### config.mk
export PLATFORM = sky130hd
export DESIGN_NAME = gps_sentence_field_extractor_unit
export DESIGN_NICKNAME = d
export VERILOG_FILES = /design/src/gse_pkg.sv /design/src/gps_sentence_field_extractor_unit.sv /design/src/gse_in_reg.sv /design/src/gse_parser.sv /design/src/gse_out_reg.sv
export SDC_FILE = /design/constraint.sdc
export NUM_CORES = 1
export LEC_CHECK = 0
export ABC_AREA = 1
export BUFFER_PORTS_ARGS = -buffer_cell sky130_fd_sc_hd__buf_2
export CELL_PAD_IN_SITES_DETAIL_PLACEMENT = 2
export CELL_PAD_IN_SITES_GLOBAL_PLACEMENT = 2
export CORE_ASPECT_RATIO = 0.75
export CORE_MARGIN = 2
export CORE_UTILIZATION = 39
export CTS_CLUSTER_DIAMETER = 30
export DETAILED_ROUTE_END_ITERATION = 7
export GPL_TIMING_DRIVEN = 0
export PLACE_DENSITY = 0.92
export SYNTH_ARGS = -nofsm -noshare
export SYNTH_HDL_FRONTEND = slang
export SYNTH_SLANG_ARGS = --single-unit
export TNS_END_PERCENT = 30
### constraint.sdc
create_clock -name clk -period 13.76 [get_ports clk]
set_input_delay 2.752 -clock clk [delete_from_list [all_inputs] [get_ports clk]]
set_output_delay 2.752 -clock clk [all_outputs]
set_load 0.02 [all_outputs]
### src/gse_pkg.sv
// Shared types, ASCII codes, sentence offsets and weight functions for the
// GPS sentence field extractor. No dependencies.
`timescale 1ns / 1ps
`default_nettype none

package gse_pkg;

    typedef enum logic [1:0] {
        KIND_NONE = 2'd0,
        KIND_P    = 2'd1,
        KIND_POS  = 2'd2,
        KIND_HEAD = 2'd3
    } sentence_kind_t;

    localparam logic REPORT_POSITION = 1'b0;
    localparam logic REPORT_HEADING  = 1'b1;

    localparam logic [7:0] ASCII_DOLLAR = 8'h24;
    localparam logic [7:0] ASCII_ZERO   = 8'h30;
    localparam logic [7:0] ASCII_NINE   = 8'h39;
    localparam logic [7:0] ASCII_P      = 8'h50;
    localparam logic [7:0] ASCII_G      = 8'h47;
    localparam logic [7:0] ASCII_V      = 8'h56;
    localparam logic [7:0] ASCII_DOT    = 8'h2E;

    localparam logic [5:0] OFFSET_IDLE     = 6'd63;
    localparam logic [5:0] OFF_TALKER      = 6'd2;
    localparam logic [5:0] OFF_TYPE        = 6'd3;
    localparam logic [5:0] OFF_POS_REPORT  = 6'd46;
    localparam logic [5:0] OFF_HEAD_DIG0   = 6'd7;
    localparam logic [5:0] OFF_HEAD_DIG1   = 6'd8;
    localparam logic [5:0] OFF_HEAD_SEP    = 6'd9;
    localparam logic [5:0] OFF_HEAD_SHORT  = 6'd10;
    localparam logic [5:0] OFF_HEAD_LONG   = 6'd11;

    localparam int LAT_W  = 40;
    localparam int LON_W  = 43;
    localparam int HEAD_W = 14;

    typedef struct packed {
        logic                report_kind;
        logic [LAT_W-1:0]    latitude_value;
        logic [LON_W-1:0]    longitude_value;
        logic [HEAD_W-1:0]   heading_tenths;
        logic                fields_valid;
    } gse_result_t;

    function automatic logic is_digit(input logic [7:0] b);
        return (b >= ASCII_ZERO) && (b <= ASCII_NINE);
    endfunction

    function automatic logic [3:0] digit_value(input logic [7:0] b);
        return is_digit(b) ? b[3:0] : 4'd0;
    endfunction

    function automatic logic is_lat_offset(input logic [5:0] o);
        return ((o >= 6'd17) && (o <= 6'd20)) || ((o >= 6'd22) && (o <= 6'd29));
    endfunction

    function automatic logic is_lon_offset(input logic [5:0] o);
        return ((o >= 6'd33) && (o <= 6'd37)) || ((o >= 6'd39) && (o <= 6'd46));
    endfunction

    // Weight of one digit in units of 1e-8 arc-minute; degrees carry a factor of 60.
    function automatic logic [LON_W-1:0] digit_weight(input logic [5:0] o);
        logic [LON_W-1:0] w;
        w = '0;
        unique case (o)
            6'd17: w = 43'd60000000000;
            6'd18: w = 43'd6000000000;
            6'd19: w = 43'd1000000000;
            6'd20: w = 43'd100000000;
            6'd22: w = 43'd10000000;
            6'd23: w = 43'd1000000;
            6'd24: w = 43'd100000;
            6'd25: w = 43'd10000;
            6'd26: w = 43'd1000;
            6'd27: w = 43'd100;
            6'd28: w = 43'd10;
            6'd29: w = 43'd1;
            6'd33: w = 43'd600000000000;
            6'd34: w = 43'd60000000000;
            6'd35: w = 43'd6000000000;
            6'd36: w = 43'd1000000000;
            6'd37: w = 43'd100000000;
            6'd39: w = 43'd10000000;
            6'd40: w = 43'd1000000;
            6'd41: w = 43'd100000;
            6'd42: w = 43'd10000;
            6'd43: w = 43'd1000;
            6'd44: w = 43'd100;
            6'd45: w = 43'd10;
            6'd46: w = 43'd1;
            default: w = '0;
        endcase
        return w;
    endfunction

endpackage

`default_nettype wire

### src/gps_sentence_field_extractor_unit.sv
// Top level of the GPS sentence field extractor.
// Instantiates gse_in_reg, gse_parser and gse_out_reg; uses gse_pkg.
`timescale 1ns / 1ps
`default_nettype none

// The block takes one received byte per cycle and reports position sentences
// (talker type 'P','G') on their last longitude digit and heading sentences
// ('P','V') on their last heading digit. A byte passes through an input
// register and the parser, and its report, if any, is loaded into the result
// register as the byte leaves the input register; a new byte is taken in every
// cycle unless a finished report is held by the downstream side. The rate is
// set by the parser's state update, which is made for each byte: the offset
// counter and a digit-times-weight add into the coordinate accumulators.

module gps_sentence_field_extractor_unit
(
    input  wire logic        clk,
    input  wire logic        rst_n,
    input  wire logic        in_valid,
    output logic             in_ready,
    input  wire logic [7:0]  rx_byte,
    output logic             out_valid,
    input  wire logic        out_ready,
    output logic             report_kind,
    output logic [39:0]      latitude_value,
    output logic [42:0]      longitude_value,
    output logic [13:0]      heading_tenths,
    output logic             fields_valid
);

    import gse_pkg::*;

    logic        advance;
    logic        byte_valid;
    logic [7:0]  byte_data;
    logic        step;
    logic        res_valid;
    gse_result_t res;
    gse_result_t out_data;

    assign step = byte_valid && advance;

    gse_in_reg u_in_reg
    (
        .clk        (clk),
        .rst_n      (rst_n),
        .in_valid   (in_valid),
        .in_ready   (in_ready),
        .rx_byte    (rx_byte),
        .advance    (advance),
        .byte_valid (byte_valid),
        .byte_data  (byte_data)
    );

    gse_parser u_parser
    (
        .clk       (clk),
        .rst_n     (rst_n),
        .step      (step),
        .rx_data   (byte_data),
        .res_valid (res_valid),
        .res       (res)
    );

    gse_out_reg u_out_reg
    (
        .clk       (clk),
        .rst_n     (rst_n),
        .load      (step && res_valid),
        .res       (res),
        .advance   (advance),
        .out_valid (out_valid),
        .out_ready (out_ready),
        .out_data  (out_data)
    );

    assign report_kind     = out_data.report_kind;
    assign latitude_value  = out_data.latitude_value;
    assign longitude_value = out_data.longitude_value;
    assign heading_tenths  = out_data.heading_tenths;
    assign fields_valid    = out_data.fields_valid;

`ifndef SYNTHESIS
    a_report_loaded: assert property (@(posedge clk) disable iff (!rst_n)
        step && res_valid |=> out_valid)
        else $error("parsed report did not reach the result register");

    a_heading_clean: assert property (@(posedge clk) disable iff (!rst_n)
        out_valid && report_kind == REPORT_HEADING |->
            latitude_value == '0 && longitude_value == '0)
        else $error("heading report carries coordinates");

    a_position_clean: assert property (@(posedge clk) disable iff (!rst_n)
        out_valid && report_kind == REPORT_POSITION |-> heading_tenths == '0)
        else $error("position report carries a heading");

    a_no_step_when_empty: assert property (@(posedge clk) disable iff (!rst_n)
        !byte_valid |-> !(step && res_valid))
        else $error("report produced without a byte");
`endif

endmodule

`default_nettype wire

### src/gse_in_reg.sv
// Input register for received bytes, with valid/ready flow control.
// Depends on nothing outside this file.
`timescale 1ns / 1ps
`default_nettype none

module gse_in_reg
(
    input  wire logic       clk,
    input  wire logic       rst_n,
    input  wire logic       in_valid,
    output logic            in_ready,
    input  wire logic [7:0] rx_byte,
    input  wire logic       advance,
    output logic            byte_valid,
    output logic [7:0]      byte_data
);

    logic       valid_reg;
    logic [7:0] data_reg;

    assign in_ready   = !valid_reg || advance;
    assign byte_valid = valid_reg;
    assign byte_data  = data_reg;

    always_ff @(posedge clk or negedge rst_n)
    begin
        if (!rst_n)
        begin
            valid_reg <= 1'b0;
        end
        else if (in_valid && in_ready)
        begin
            valid_reg <= 1'b1;
        end
        else if (advance)
        begin
            valid_reg <= 1'b0;
        end
    end

    always_ff @(posedge clk)
    begin
        if (in_valid && in_ready)
        begin
            data_reg <= rx_byte;
        end
    end

endmodule

`default_nettype wire

### src/gse_parser.sv
// Sentence parser: offset counter, sentence kind, coordinate accumulators and
// heading digits, producing at most one result per byte. Uses gse_pkg.
`timescale 1ns / 1ps
`default_nettype none

module gse_parser
(
    input  wire logic               clk,
    input  wire logic               rst_n,
    input  wire logic               step,
    input  wire logic [7:0]         rx_data,
    output logic                    res_valid,
    output gse_pkg::gse_result_t    res
);

    import gse_pkg::*;

    logic [5:0]        offset_reg, offset_next;
    sentence_kind_t    kind_reg, kind_next;
    logic [LAT_W-1:0]  lat_reg, lat_next;
    logic [LON_W-1:0]  lon_reg, lon_next;
    logic [3:0]        h0_reg, h0_next;
    logic [3:0]        h1_reg, h1_next;
    logic [3:0]        h2_reg, h2_next;
    logic              dot_reg, dot_next;
    logic              bad_reg, bad_next;

    logic [5:0]        offs;
    logic [3:0]        dig;
    logic              not_dig;
    logic [LON_W-1:0]  prod;
    logic [HEAD_W-1:0] head_short;
    logic [HEAD_W-1:0] head_long;

    assign offs    = offset_reg + 6'd1;
    assign dig     = digit_value(rx_data);
    assign not_dig = !is_digit(rx_data);
    assign prod    = LON_W'(dig) * digit_weight(offs);

    assign head_short = HEAD_W'(h0_reg) * HEAD_W'(100) + HEAD_W'(h1_reg) * HEAD_W'(10)
                      + HEAD_W'(dig);
    assign head_long  = HEAD_W'(h0_reg) * HEAD_W'(1000) + HEAD_W'(h1_reg) * HEAD_W'(100)
                      + HEAD_W'(h2_reg) * HEAD_W'(10) + HEAD_W'(dig);

    always_comb
    begin
        offset_next = offset_reg;
        kind_next   = kind_reg;
        lat_next    = lat_reg;
        lon_next    = lon_reg;
        h0_next     = h0_reg;
        h1_next     = h1_reg;
        h2_next     = h2_reg;
        dot_next    = dot_reg;
        bad_next    = bad_reg;
        res_valid   = 1'b0;
        res         = '0;

        if (step)
        begin
            if (rx_data == ASCII_DOLLAR)
            begin
                offset_next = '0;
                kind_next   = KIND_NONE;
                lat_next    = '0;
                lon_next    = '0;
                h0_next     = '0;
                h1_next     = '0;
                h2_next     = '0;
                dot_next    = 1'b0;
                bad_next    = 1'b0;
            end
            else if (offset_reg != OFFSET_IDLE)
            begin
                offset_next = offs;
                if (offs == OFF_TALKER)
                begin
                    kind_next = (rx_data == ASCII_P) ? KIND_P : KIND_NONE;
                end
                else if (offs == OFF_TYPE)
                begin
                    if (kind_reg == KIND_P && rx_data == ASCII_G)
                    begin
                        kind_next = KIND_POS;
                    end
                    else if (kind_reg == KIND_P && rx_data == ASCII_V)
                    begin
                        kind_next = KIND_HEAD;
                    end
                    else
                    begin
                        kind_next = KIND_NONE;
                    end
                end
                else if (kind_reg == KIND_POS)
                begin
                    if (is_lat_offset(offs))
                    begin
                        lat_next = lat_reg + prod[LAT_W-1:0];
                        bad_next = bad_reg || not_dig;
                    end
                    else if (is_lon_offset(offs))
                    begin
                        lon_next = lon_reg + prod;
                        bad_next = bad_reg || not_dig;
                        if (offs == OFF_POS_REPORT)
                        begin
                            res_valid           = 1'b1;
                            res.report_kind     = REPORT_POSITION;
                            res.latitude_value  = lat_reg;
                            res.longitude_value = lon_next;
                            res.fields_valid    = !bad_next;
                        end
                    end
                end
                else if (kind_reg == KIND_HEAD)
                begin
                    if (offs == OFF_HEAD_DIG0)
                    begin
                        h0_next  = dig;
                        bad_next = bad_reg || not_dig;
                    end
                    else if (offs == OFF_HEAD_DIG1)
                    begin
                        h1_next  = dig;
                        bad_next = bad_reg || not_dig;
                    end
                    else if (offs == OFF_HEAD_SEP)
                    begin
                        if (rx_data == ASCII_DOT)
                        begin
                            dot_next = 1'b1;
                            h2_next  = '0;
                        end
                        else
                        begin
                            dot_next = 1'b0;
                            h2_next  = dig;
                            bad_next = bad_reg || not_dig;
                        end
                    end
                    else if (offs == OFF_HEAD_SHORT && dot_reg)
                    begin
                        bad_next           = bad_reg || not_dig;
                        res_valid          = 1'b1;
                        res.report_kind    = REPORT_HEADING;
                        res.heading_tenths = head_short;
                        res.fields_valid   = !bad_next;
                    end
                    else if (offs == OFF_HEAD_LONG && !dot_reg)
                    begin
                        bad_next           = bad_reg || not_dig;
                        res_valid          = 1'b1;
                        res.report_kind    = REPORT_HEADING;
                        res.heading_tenths = head_long;
                        res.fields_valid   = !bad_next;
                    end
                end
            end
        end
    end

    always_ff @(posedge clk or negedge rst_n)
    begin
        if (!rst_n)
        begin
            offset_reg <= OFFSET_IDLE;
            kind_reg   <= KIND_NONE;
            lat_reg    <= '0;
            lon_reg    <= '0;
            h0_reg     <= '0;
            h1_reg     <= '0;
            h2_reg     <= '0;
            dot_reg    <= 1'b0;
            bad_reg    <= 1'b0;
        end
        else
        begin
            offset_reg <= offset_next;
            kind_reg   <= kind_next;
            lat_reg    <= lat_next;
            lon_reg    <= lon_next;
            h0_reg     <= h0_next;
            h1_reg     <= h1_next;
            h2_reg     <= h2_next;
            dot_reg    <= dot_next;
            bad_reg    <= bad_next;
        end
    end

endmodule

`default_nettype wire

### src/gse_out_reg.sv
// Result register holding one report until the downstream transfer completes.
// Uses gse_pkg for the result type.
`timescale 1ns / 1ps
`default_nettype none

module gse_out_reg
(
    input  wire logic                   clk,
    input  wire logic                   rst_n,
    input  wire logic                   load,
    input  wire gse_pkg::gse_result_t   res,
    output logic                        advance,
    output logic                        out_valid,
    input  wire logic                   out_ready,
    output gse_pkg::gse_result_t        out_data
);

    import gse_pkg::*;

    logic        valid_reg;
    gse_result_t data_reg;

    assign advance   = !valid_reg || out_ready;
    assign out_valid = valid_reg;
    assign out_data  = data_reg;

    always_ff @(posedge clk or negedge rst_n)
    begin
        if (!rst_n)
        begin
            valid_reg <= 1'b0;
        end
        else if (advance)
        begin
            valid_reg <= load;
        end
    end

    always_ff @(posedge clk)
    begin
        if (advance && load)
        begin
            data_reg <= res;
        end
    end

endmodule

`default_nettype wire

==> results of run 1 <==
==> cell families (layout without fill, tap and decap cells) <==
kind of cell / Yosys count / in the layout
and+or+nand+nor: 1612 / 1612
buffers and inverters: 624 / 842
AOI/OAI and AO/OA: 445 / 445
adders and majority gates: 296 / 296
DFF: 214 / 214
xor gates and xnor gates: 104 / 104
other: 0 / 1
==> per-layer routing <==
metal	track usage [%]	share of wire (%)
met3	10.43	8.7
met2	69.94	46
met5	0	0.057
met1	51.50	39
met4	25.91	6.9
==> final timing paths <==
path | endpoint | slack, ps | cells past startpoint
max in group asynchronous | u_parser.lon_reg[35]$_DFFE_PN0P_ | 10810 | 2
min in group asynchronous | u_parser.kind_reg[1]$_DFFE_PN0P_ | 2110 | 1
worst max register to register | u_out_reg.out_data[57]$_SDFFCE_PP0P_ | 3640 | 34
worst min-delay path | u_parser.lon_reg[11]$_DFFE_PN0P_ | 510 | 2
worst max-delay path | u_out_reg.out_data[57]$_SDFFCE_PP0P_ | 3640 | 34
worst min register to register | u_parser.lon_reg[11]$_DFFE_PN0P_ | 510 | 2
==> placed cells by master, fill, tap and decap left out, types with 9 or more instances in the layout <==
cell type	count
clkinvlp_4	9
buf_2	121
fa_1	90
xnor2_1	40
a21oi_1	189
nand3_2	14
o22ai_1	38
or2_2	22
nand4_1	45
buf_4	16
nand3b_1	15
inv_1	557
o21bai_1	22
nand2_1	814
nand3_1	124
a21o_1	15
a31oi_1	22
nor4_1	9
clkbuf_16	55
clkbuf_1	23
nor2_1	499
nor2_2	15
ha_1	206
xor2_1	64
edfxtp_1	107
buf_6	10
dfrtp_1	101
clkinv_2	13
o21ai_0	114
nor3_1	23
==> where the power goes <==
| part | switching, mW | internal [mW] | total, mW |
|---|---|---|---|
| clock | 0.533 | 0.867 | 1.40 |
| sequential | 0.0836 | 0.748 | 0.832 |
| combinational | 0.948 | 0.321 | 1.27 |
| total | 1.56 | 1.94 | 3.50 |
==> critical path: cells and delay by family (launching register included) <==
| kind | cells | cell delay, ps |
|---|---|---|
| xor gates and xnor gates | 1 | 760 |
| adders and majority gates | 6 | 2570 |
| and+or+nand+nor | 14 | 2810 |
| AOI/OAI and AO/OA | 7 | 2310 |
| DFF | 1 | 660 |
| buffers and inverters | 6 | 800 |
==> stage by stage <==
step / power (mW) / hold slack [ps] / cell area [um^2]
CTS: 3.434 / 505.8 / 26460
global placement: 1.871 / 455.4 / 24500
detailed placement: 1.960 / 465.8 / 24570
floorplan: 1.542 / 434.2 / 22960
global route: 3.588 / 547.1 / 26460
finish: 3.502 / 514.6 / 26460
==> cell type report <==
cell class	count	area, um^2	share of cell area [%]
flip-flops and latches	214	5898	22.29
clock inverters	43	462.9	1.749
clock buffers	61	1429	5.400
repair buffers	114	621.8	2.350
well taps	780	975.9	3.688
multi-input cells	2457	14570	55.07
inverters	567	2128	8.043
diodes	1	2.502	0.009457
plain buffers	57	370.4	1.400
==> metrics, run 1 <==
status finished clean; CTS root buffer clkbuf_16; Clock transition at path regs 60 ps; post-synthesis adder-cell area fraction 19.07%; DRT antenna net count 0; Crit-path slowest cell a221oi_1; Final Setup Violations 0; CP Launch Point u_parser.offset_reg[1]$_DFFE_PN1P_; max_cap viols 0; largest net degree at the start of global routing 70; DR vias 26420; # IOs 113; maximum vdd drop 0.1295 mV; pre-CTS setup slack 4602 ps; Min Clock Period, post-route 10120 ps; height of the die 214.1 um; Post-synth EDFFs 107; fin crit share 73.57%; CP Data Arrival Time 10580 ps; share of post-route cells with drive strength above 1 9.735%; Routed WL per cell 30.90 um; setup tns final 0 ps; post-CTS setup buffers 0; CTS Buf Count 55; Post-Syn Nets 3603; Req. time, crit path 14220 ps; post-cts resize count 0; skew final 55.78 ps; relative slew slack 24.30%; Die Wd 284.2 um; Ys Warns 0; RSZ-0062 raised after global routing false; dpl cells 4189; die area 60850 um^2; CTS Hold Bufs 0; crit path kind reg2reg; DRT iter0 DRCs 2399; top cell type's share of synthesized area 13.99%; Hold Fails Final Rpt 0; post-synthesis register bit count 214; syn_area_per_cell 6.969 um^2; f_max 98.78 MHz; top cell type by total area after synthesis edfxtp_1; fin util 45.77%; fraction of registers with async set/reset 50.00%; Filler Cells Inserted 6884; Clock Latency Late Sink 660 ps; average via count per standard cell 6.152; Routed WL 132.7 mm; Layout area overhead 15.24%; Port Buffers 112; drt drc 0; first-pass GRT wire length 198.2 mm; Hold/Removal Path Class reg2reg; Synth Flop Type edfxtp_1; Slew @ Worst Pin 1132 ps; mux cell area share after synthesis 0%; Mapped Cells 3295; max reg flops 99; Worst Setup End Kind flip-flop; Crit Reg-Reg Startpoint u_parser.offset_reg[1]$_DFFE_PN1P_; Compound-Gate Fraction of Synth Area 11.02%; Post-synth top cells 815 x nand2_1, 557 x inv_1, 499 x nor2_1, 206 x ha_1, 189 x a21oi_1; NumNets Final 3774; gr usage total 42.99%; Post-Synth XOR/XNOR Area 3.967%; critical-path maximum fanout 10; Synth Cell Area 22960 um^2; cell mode on critical path nor2_1; largest family of logic cells by synthesized area simple AND/OR/NAND/NOR gates; CTS sink count 214; number of cell rows 76; global placer's final weighted congestion 0.9874; Overflow after GRT 0; Placeable Area 57820 um^2; H-Tree Depth 2; max-slew violations 0; non-filler cells, final 4294; CTS tree done; CP max stage delay 780 ps; leakage power 13.94 nW; vias in the first global route 29770; PnR worst setup slack 3637 ps; initial core utilization 39.72%; Synth Area in Simple Gates 29.37%; library cells used by synthesis 57; PD cells 132.3 nW/um^2; most frequent cell after synthesis nand2_1; initial antenna violation count 8; drt pass-1 iters 5; Min-Delay Startpoint u_parser.lon_reg[11]$_DFFE_PN0P_; post-DP HPWL 91.34 mm; Max Root-Sink Buffers 3; CP Launch Type flip-flop; register area share after synthesis 25.69%; Synth area leaders edfxtp_1 14%, nand2_1 13%, ha_1 11%, dfrtp_1 11%, inv_1 9.1%
Power figures use the tool's default switching activity.
==> run 2, diff against run 1 <==
--- a/config.mk
+++ b/config.mk
@@ -11,11 +11,11 @@
 export CELL_PAD_IN_SITES_GLOBAL_PLACEMENT = 2
 export CORE_ASPECT_RATIO = 0.75
 export CORE_MARGIN = 2
-export CORE_UTILIZATION = 39
+export CORE_UTILIZATION = 33
 export CTS_CLUSTER_DIAMETER = 30
 export DETAILED_ROUTE_END_ITERATION = 7
 export GPL_TIMING_DRIVEN = 0
-export PLACE_DENSITY = 0.92
+export PLACE_DENSITY = 0.83
 export SYNTH_ARGS = -nofsm -noshare
 export SYNTH_HDL_FRONTEND = slang
 export SYNTH_SLANG_ARGS = --single-unit
==> constraint.sdc (replaced) <==
create_clock -name clk -period 8.1 [get_ports clk]
set_input_delay 1.62 -clock clk [delete_from_list [all_inputs] [get_ports clk]]
set_output_delay 1.62 -clock clk [all_outputs]
set_load 0.02 [all_outputs]
==> metrics, run 2 (same netlist as run 1, synthesis figures left out) <==
maximum vdd drop 0.1456 mV; drt pass-1 iters 6; Reg2Reg Setup Slack -30 ps; Clock transition at path regs 50 ps; PD cells 210.6 nW/um^2; placed cell area 24760 um^2; WHS 485.2 ps; Clock Latency Late Sink 650 ps; vias in the first global route 26170; max reg flops 99; fin crit share 100.4%; failing checks negative setup slack; NumNets Final 3791; CTS sink count 214; skew final 48.72 ps; fin util 40.27%; Max Root-Sink Buffers 3; Hold/Removal Path Class reg2reg; RSZ-0062 raised after global routing true; leakage power 14.27 nW; CP Launch Type flip-flop; status finished, violations left; Worst Setup End Kind flip-flop; Die Wd 308.6 um; Multi-input gate area 15390 um^2; Min Clock Period, post-route 8132 ps; gr usage total 29.36%; cell mode on critical path nor2_1; most frequent cells in the layout 806 x nand2_1, 556 x inv_1, 473 x nor2_1; share of post-route cells with drive strength above 1 13.99%; initial antenna violation count 12; Overflow after GRT 0; crit path kind reg2reg; CP Data Arrival Time 8710 ps; drt drc 0; Req. time, crit path 8670 ps; CTS Buf Count 55; Hold Fails Final Rpt 0; # IOs 113; commonest non-fill, non-tap cell in the layout nand2_1; height of the die 232.4 um; initial core utilization 33.45%; Routed WL 109.5 mm; first-pass GRT wire length 160.9 mm; PnR worst setup slack -32.24 ps; relative slew slack 27.15%; Filler Cells Inserted 8109; Pwr Total 5.822 mW; number of cell rows 83; die area 71730 um^2; Placeable Area 68640 um^2; final cell area excluding filler cells 27640 um^2; f_max 123.0 MHz; Crit-path slowest cell nor2_2; average via count per standard cell 5.470; CTS tree done; max_cap viols 0; Port Buffers 112; Slew @ Worst Pin 1089 ps; pre-CTS setup slack -612.3 ps; Layout area overhead 20.37%; dpl cells 4344; non-filler cells, final 4466; R2R depth 33; CP Launch Point u_in_reg.byte_data[7]$_DFFE_PP_; Final Setup Violations 1; FF+latch area 5898 um^2; global placer's final weighted congestion 0.9838; DRT antenna net count 0; CTS root buffer clkbuf_16; max-slew violations 0; DR vias 24430; H-Tree Depth 2; post-DP HPWL 81.76 mm; DRT iter0 DRCs 1631; Routed WL per cell 24.51 um; critical-path maximum fanout 10; CTS Hold Bufs 0; largest net degree at the start of global routing 75; Crit Reg-Reg Startpoint u_in_reg.byte_data[7]$_DFFE_PP_; setup tns final -32.24 ps; CP max stage delay 630 ps; crit path to u_parser.lat_reg[35]$_DFFE_PN0P_; RR Endpoint u_parser.lat_reg[35]$_DFFE_PN0P_
-- run 2: changes by cell type in the layout (fill, tap and decap cells not counted), moves of 8 or more --
cell and delta:
nor2_1 -26, nor2_2 +23, xor2_1 -20, buf_4 +17, a21oi_1 -16, a21oi_2 +15
ha_1 -14, ha_2 +13, xor2_2 +13, xnor2_1 -12, xnor2_2 +11, nand2_1 -8
nand2_2 +8, o21ai_0 -8
-- run 2: per-layer routing --
layer | global-route usage, % | vias up | routed length (um) | share of wire (%)
li1 | - | 10890 | - | -
met1 | 40.59 | 12500 | 48760 | 45
met2 | 47.28 | 781 | 49550 | 45
met3 | 4.281 | 250 | 7239 | 6.6
met4 | 8.979 | 6 | 3866 | 3.5
met5 | 0 | - | 43 | 0.039
-- run 2: final cells by class --
class / count / share of cell area (%)
inverter: 567 / 7.741
buffer: 57 / 1.381
clock buffer: 61 / 5.097
timing repair buffer: 131 / 2.757
tap: 935 / 4.232
multi-input combinational: 2457 / 55.67
sequential: 214 / 21.34
antenna: 1 / 0.009053
clock inverter: 43 / 1.774
-- run 2: timing repair --
action                     in CTS  in global routing
resized for setup              44                133
pin swaps                       2                 11
setup buffers                   4                 13
setup endpoints to repair      81                 82
hold endpoints to repair        0                  0
-- run 2: power breakdown --
group	internal [mW]	switching [mW]	total [mW]
sequential	1.27	0.122	1.39
combinational	0.619	1.53	2.15
clock	1.44	0.840	2.28
total	3.33	2.49	5.82
-- run 2: worst min path at each step --
stage | end | from | depth (start not counted) | slack [ps]
global placement | u_parser.bad_reg$_DFFE_PN0P_ | u_parser.bad_reg$_DFFE_PN0P_ | 2 | 450
detailed placement | u_parser.lon_reg[33]$_DFFE_PN0P_ | u_parser.lon_reg[33]$_DFFE_PN0P_ | 2 | 480
finish | u_parser.bad_reg$_DFFE_PN0P_ | u_parser.bad_reg$_DFFE_PN0P_ | 2 | 490
CTS | u_parser.bad_reg$_DFFE_PN0P_ | u_parser.bad_reg$_DFFE_PN0P_ | 2 | 490
floorplan | u_parser.bad_reg$_DFFE_PN0P_ | u_parser.bad_reg$_DFFE_PN0P_ | 2 | 430
global route | u_parser.lon_reg[4]$_DFFE_PN0P_ | u_parser.lon_reg[4]$_DFFE_PN0P_ | 2 | 520
-- run 2: worst max-delay path, delay by kind of cell, from the launching register on --
kind	cells	cell delay, ps
and+or+nand+nor	17	3400
adders and majority gates	4	1580
buffers and inverters	7	1440
AOI/OAI and AO/OA	4	1040
DFF	1	390
xor gates and xnor gates	1	190
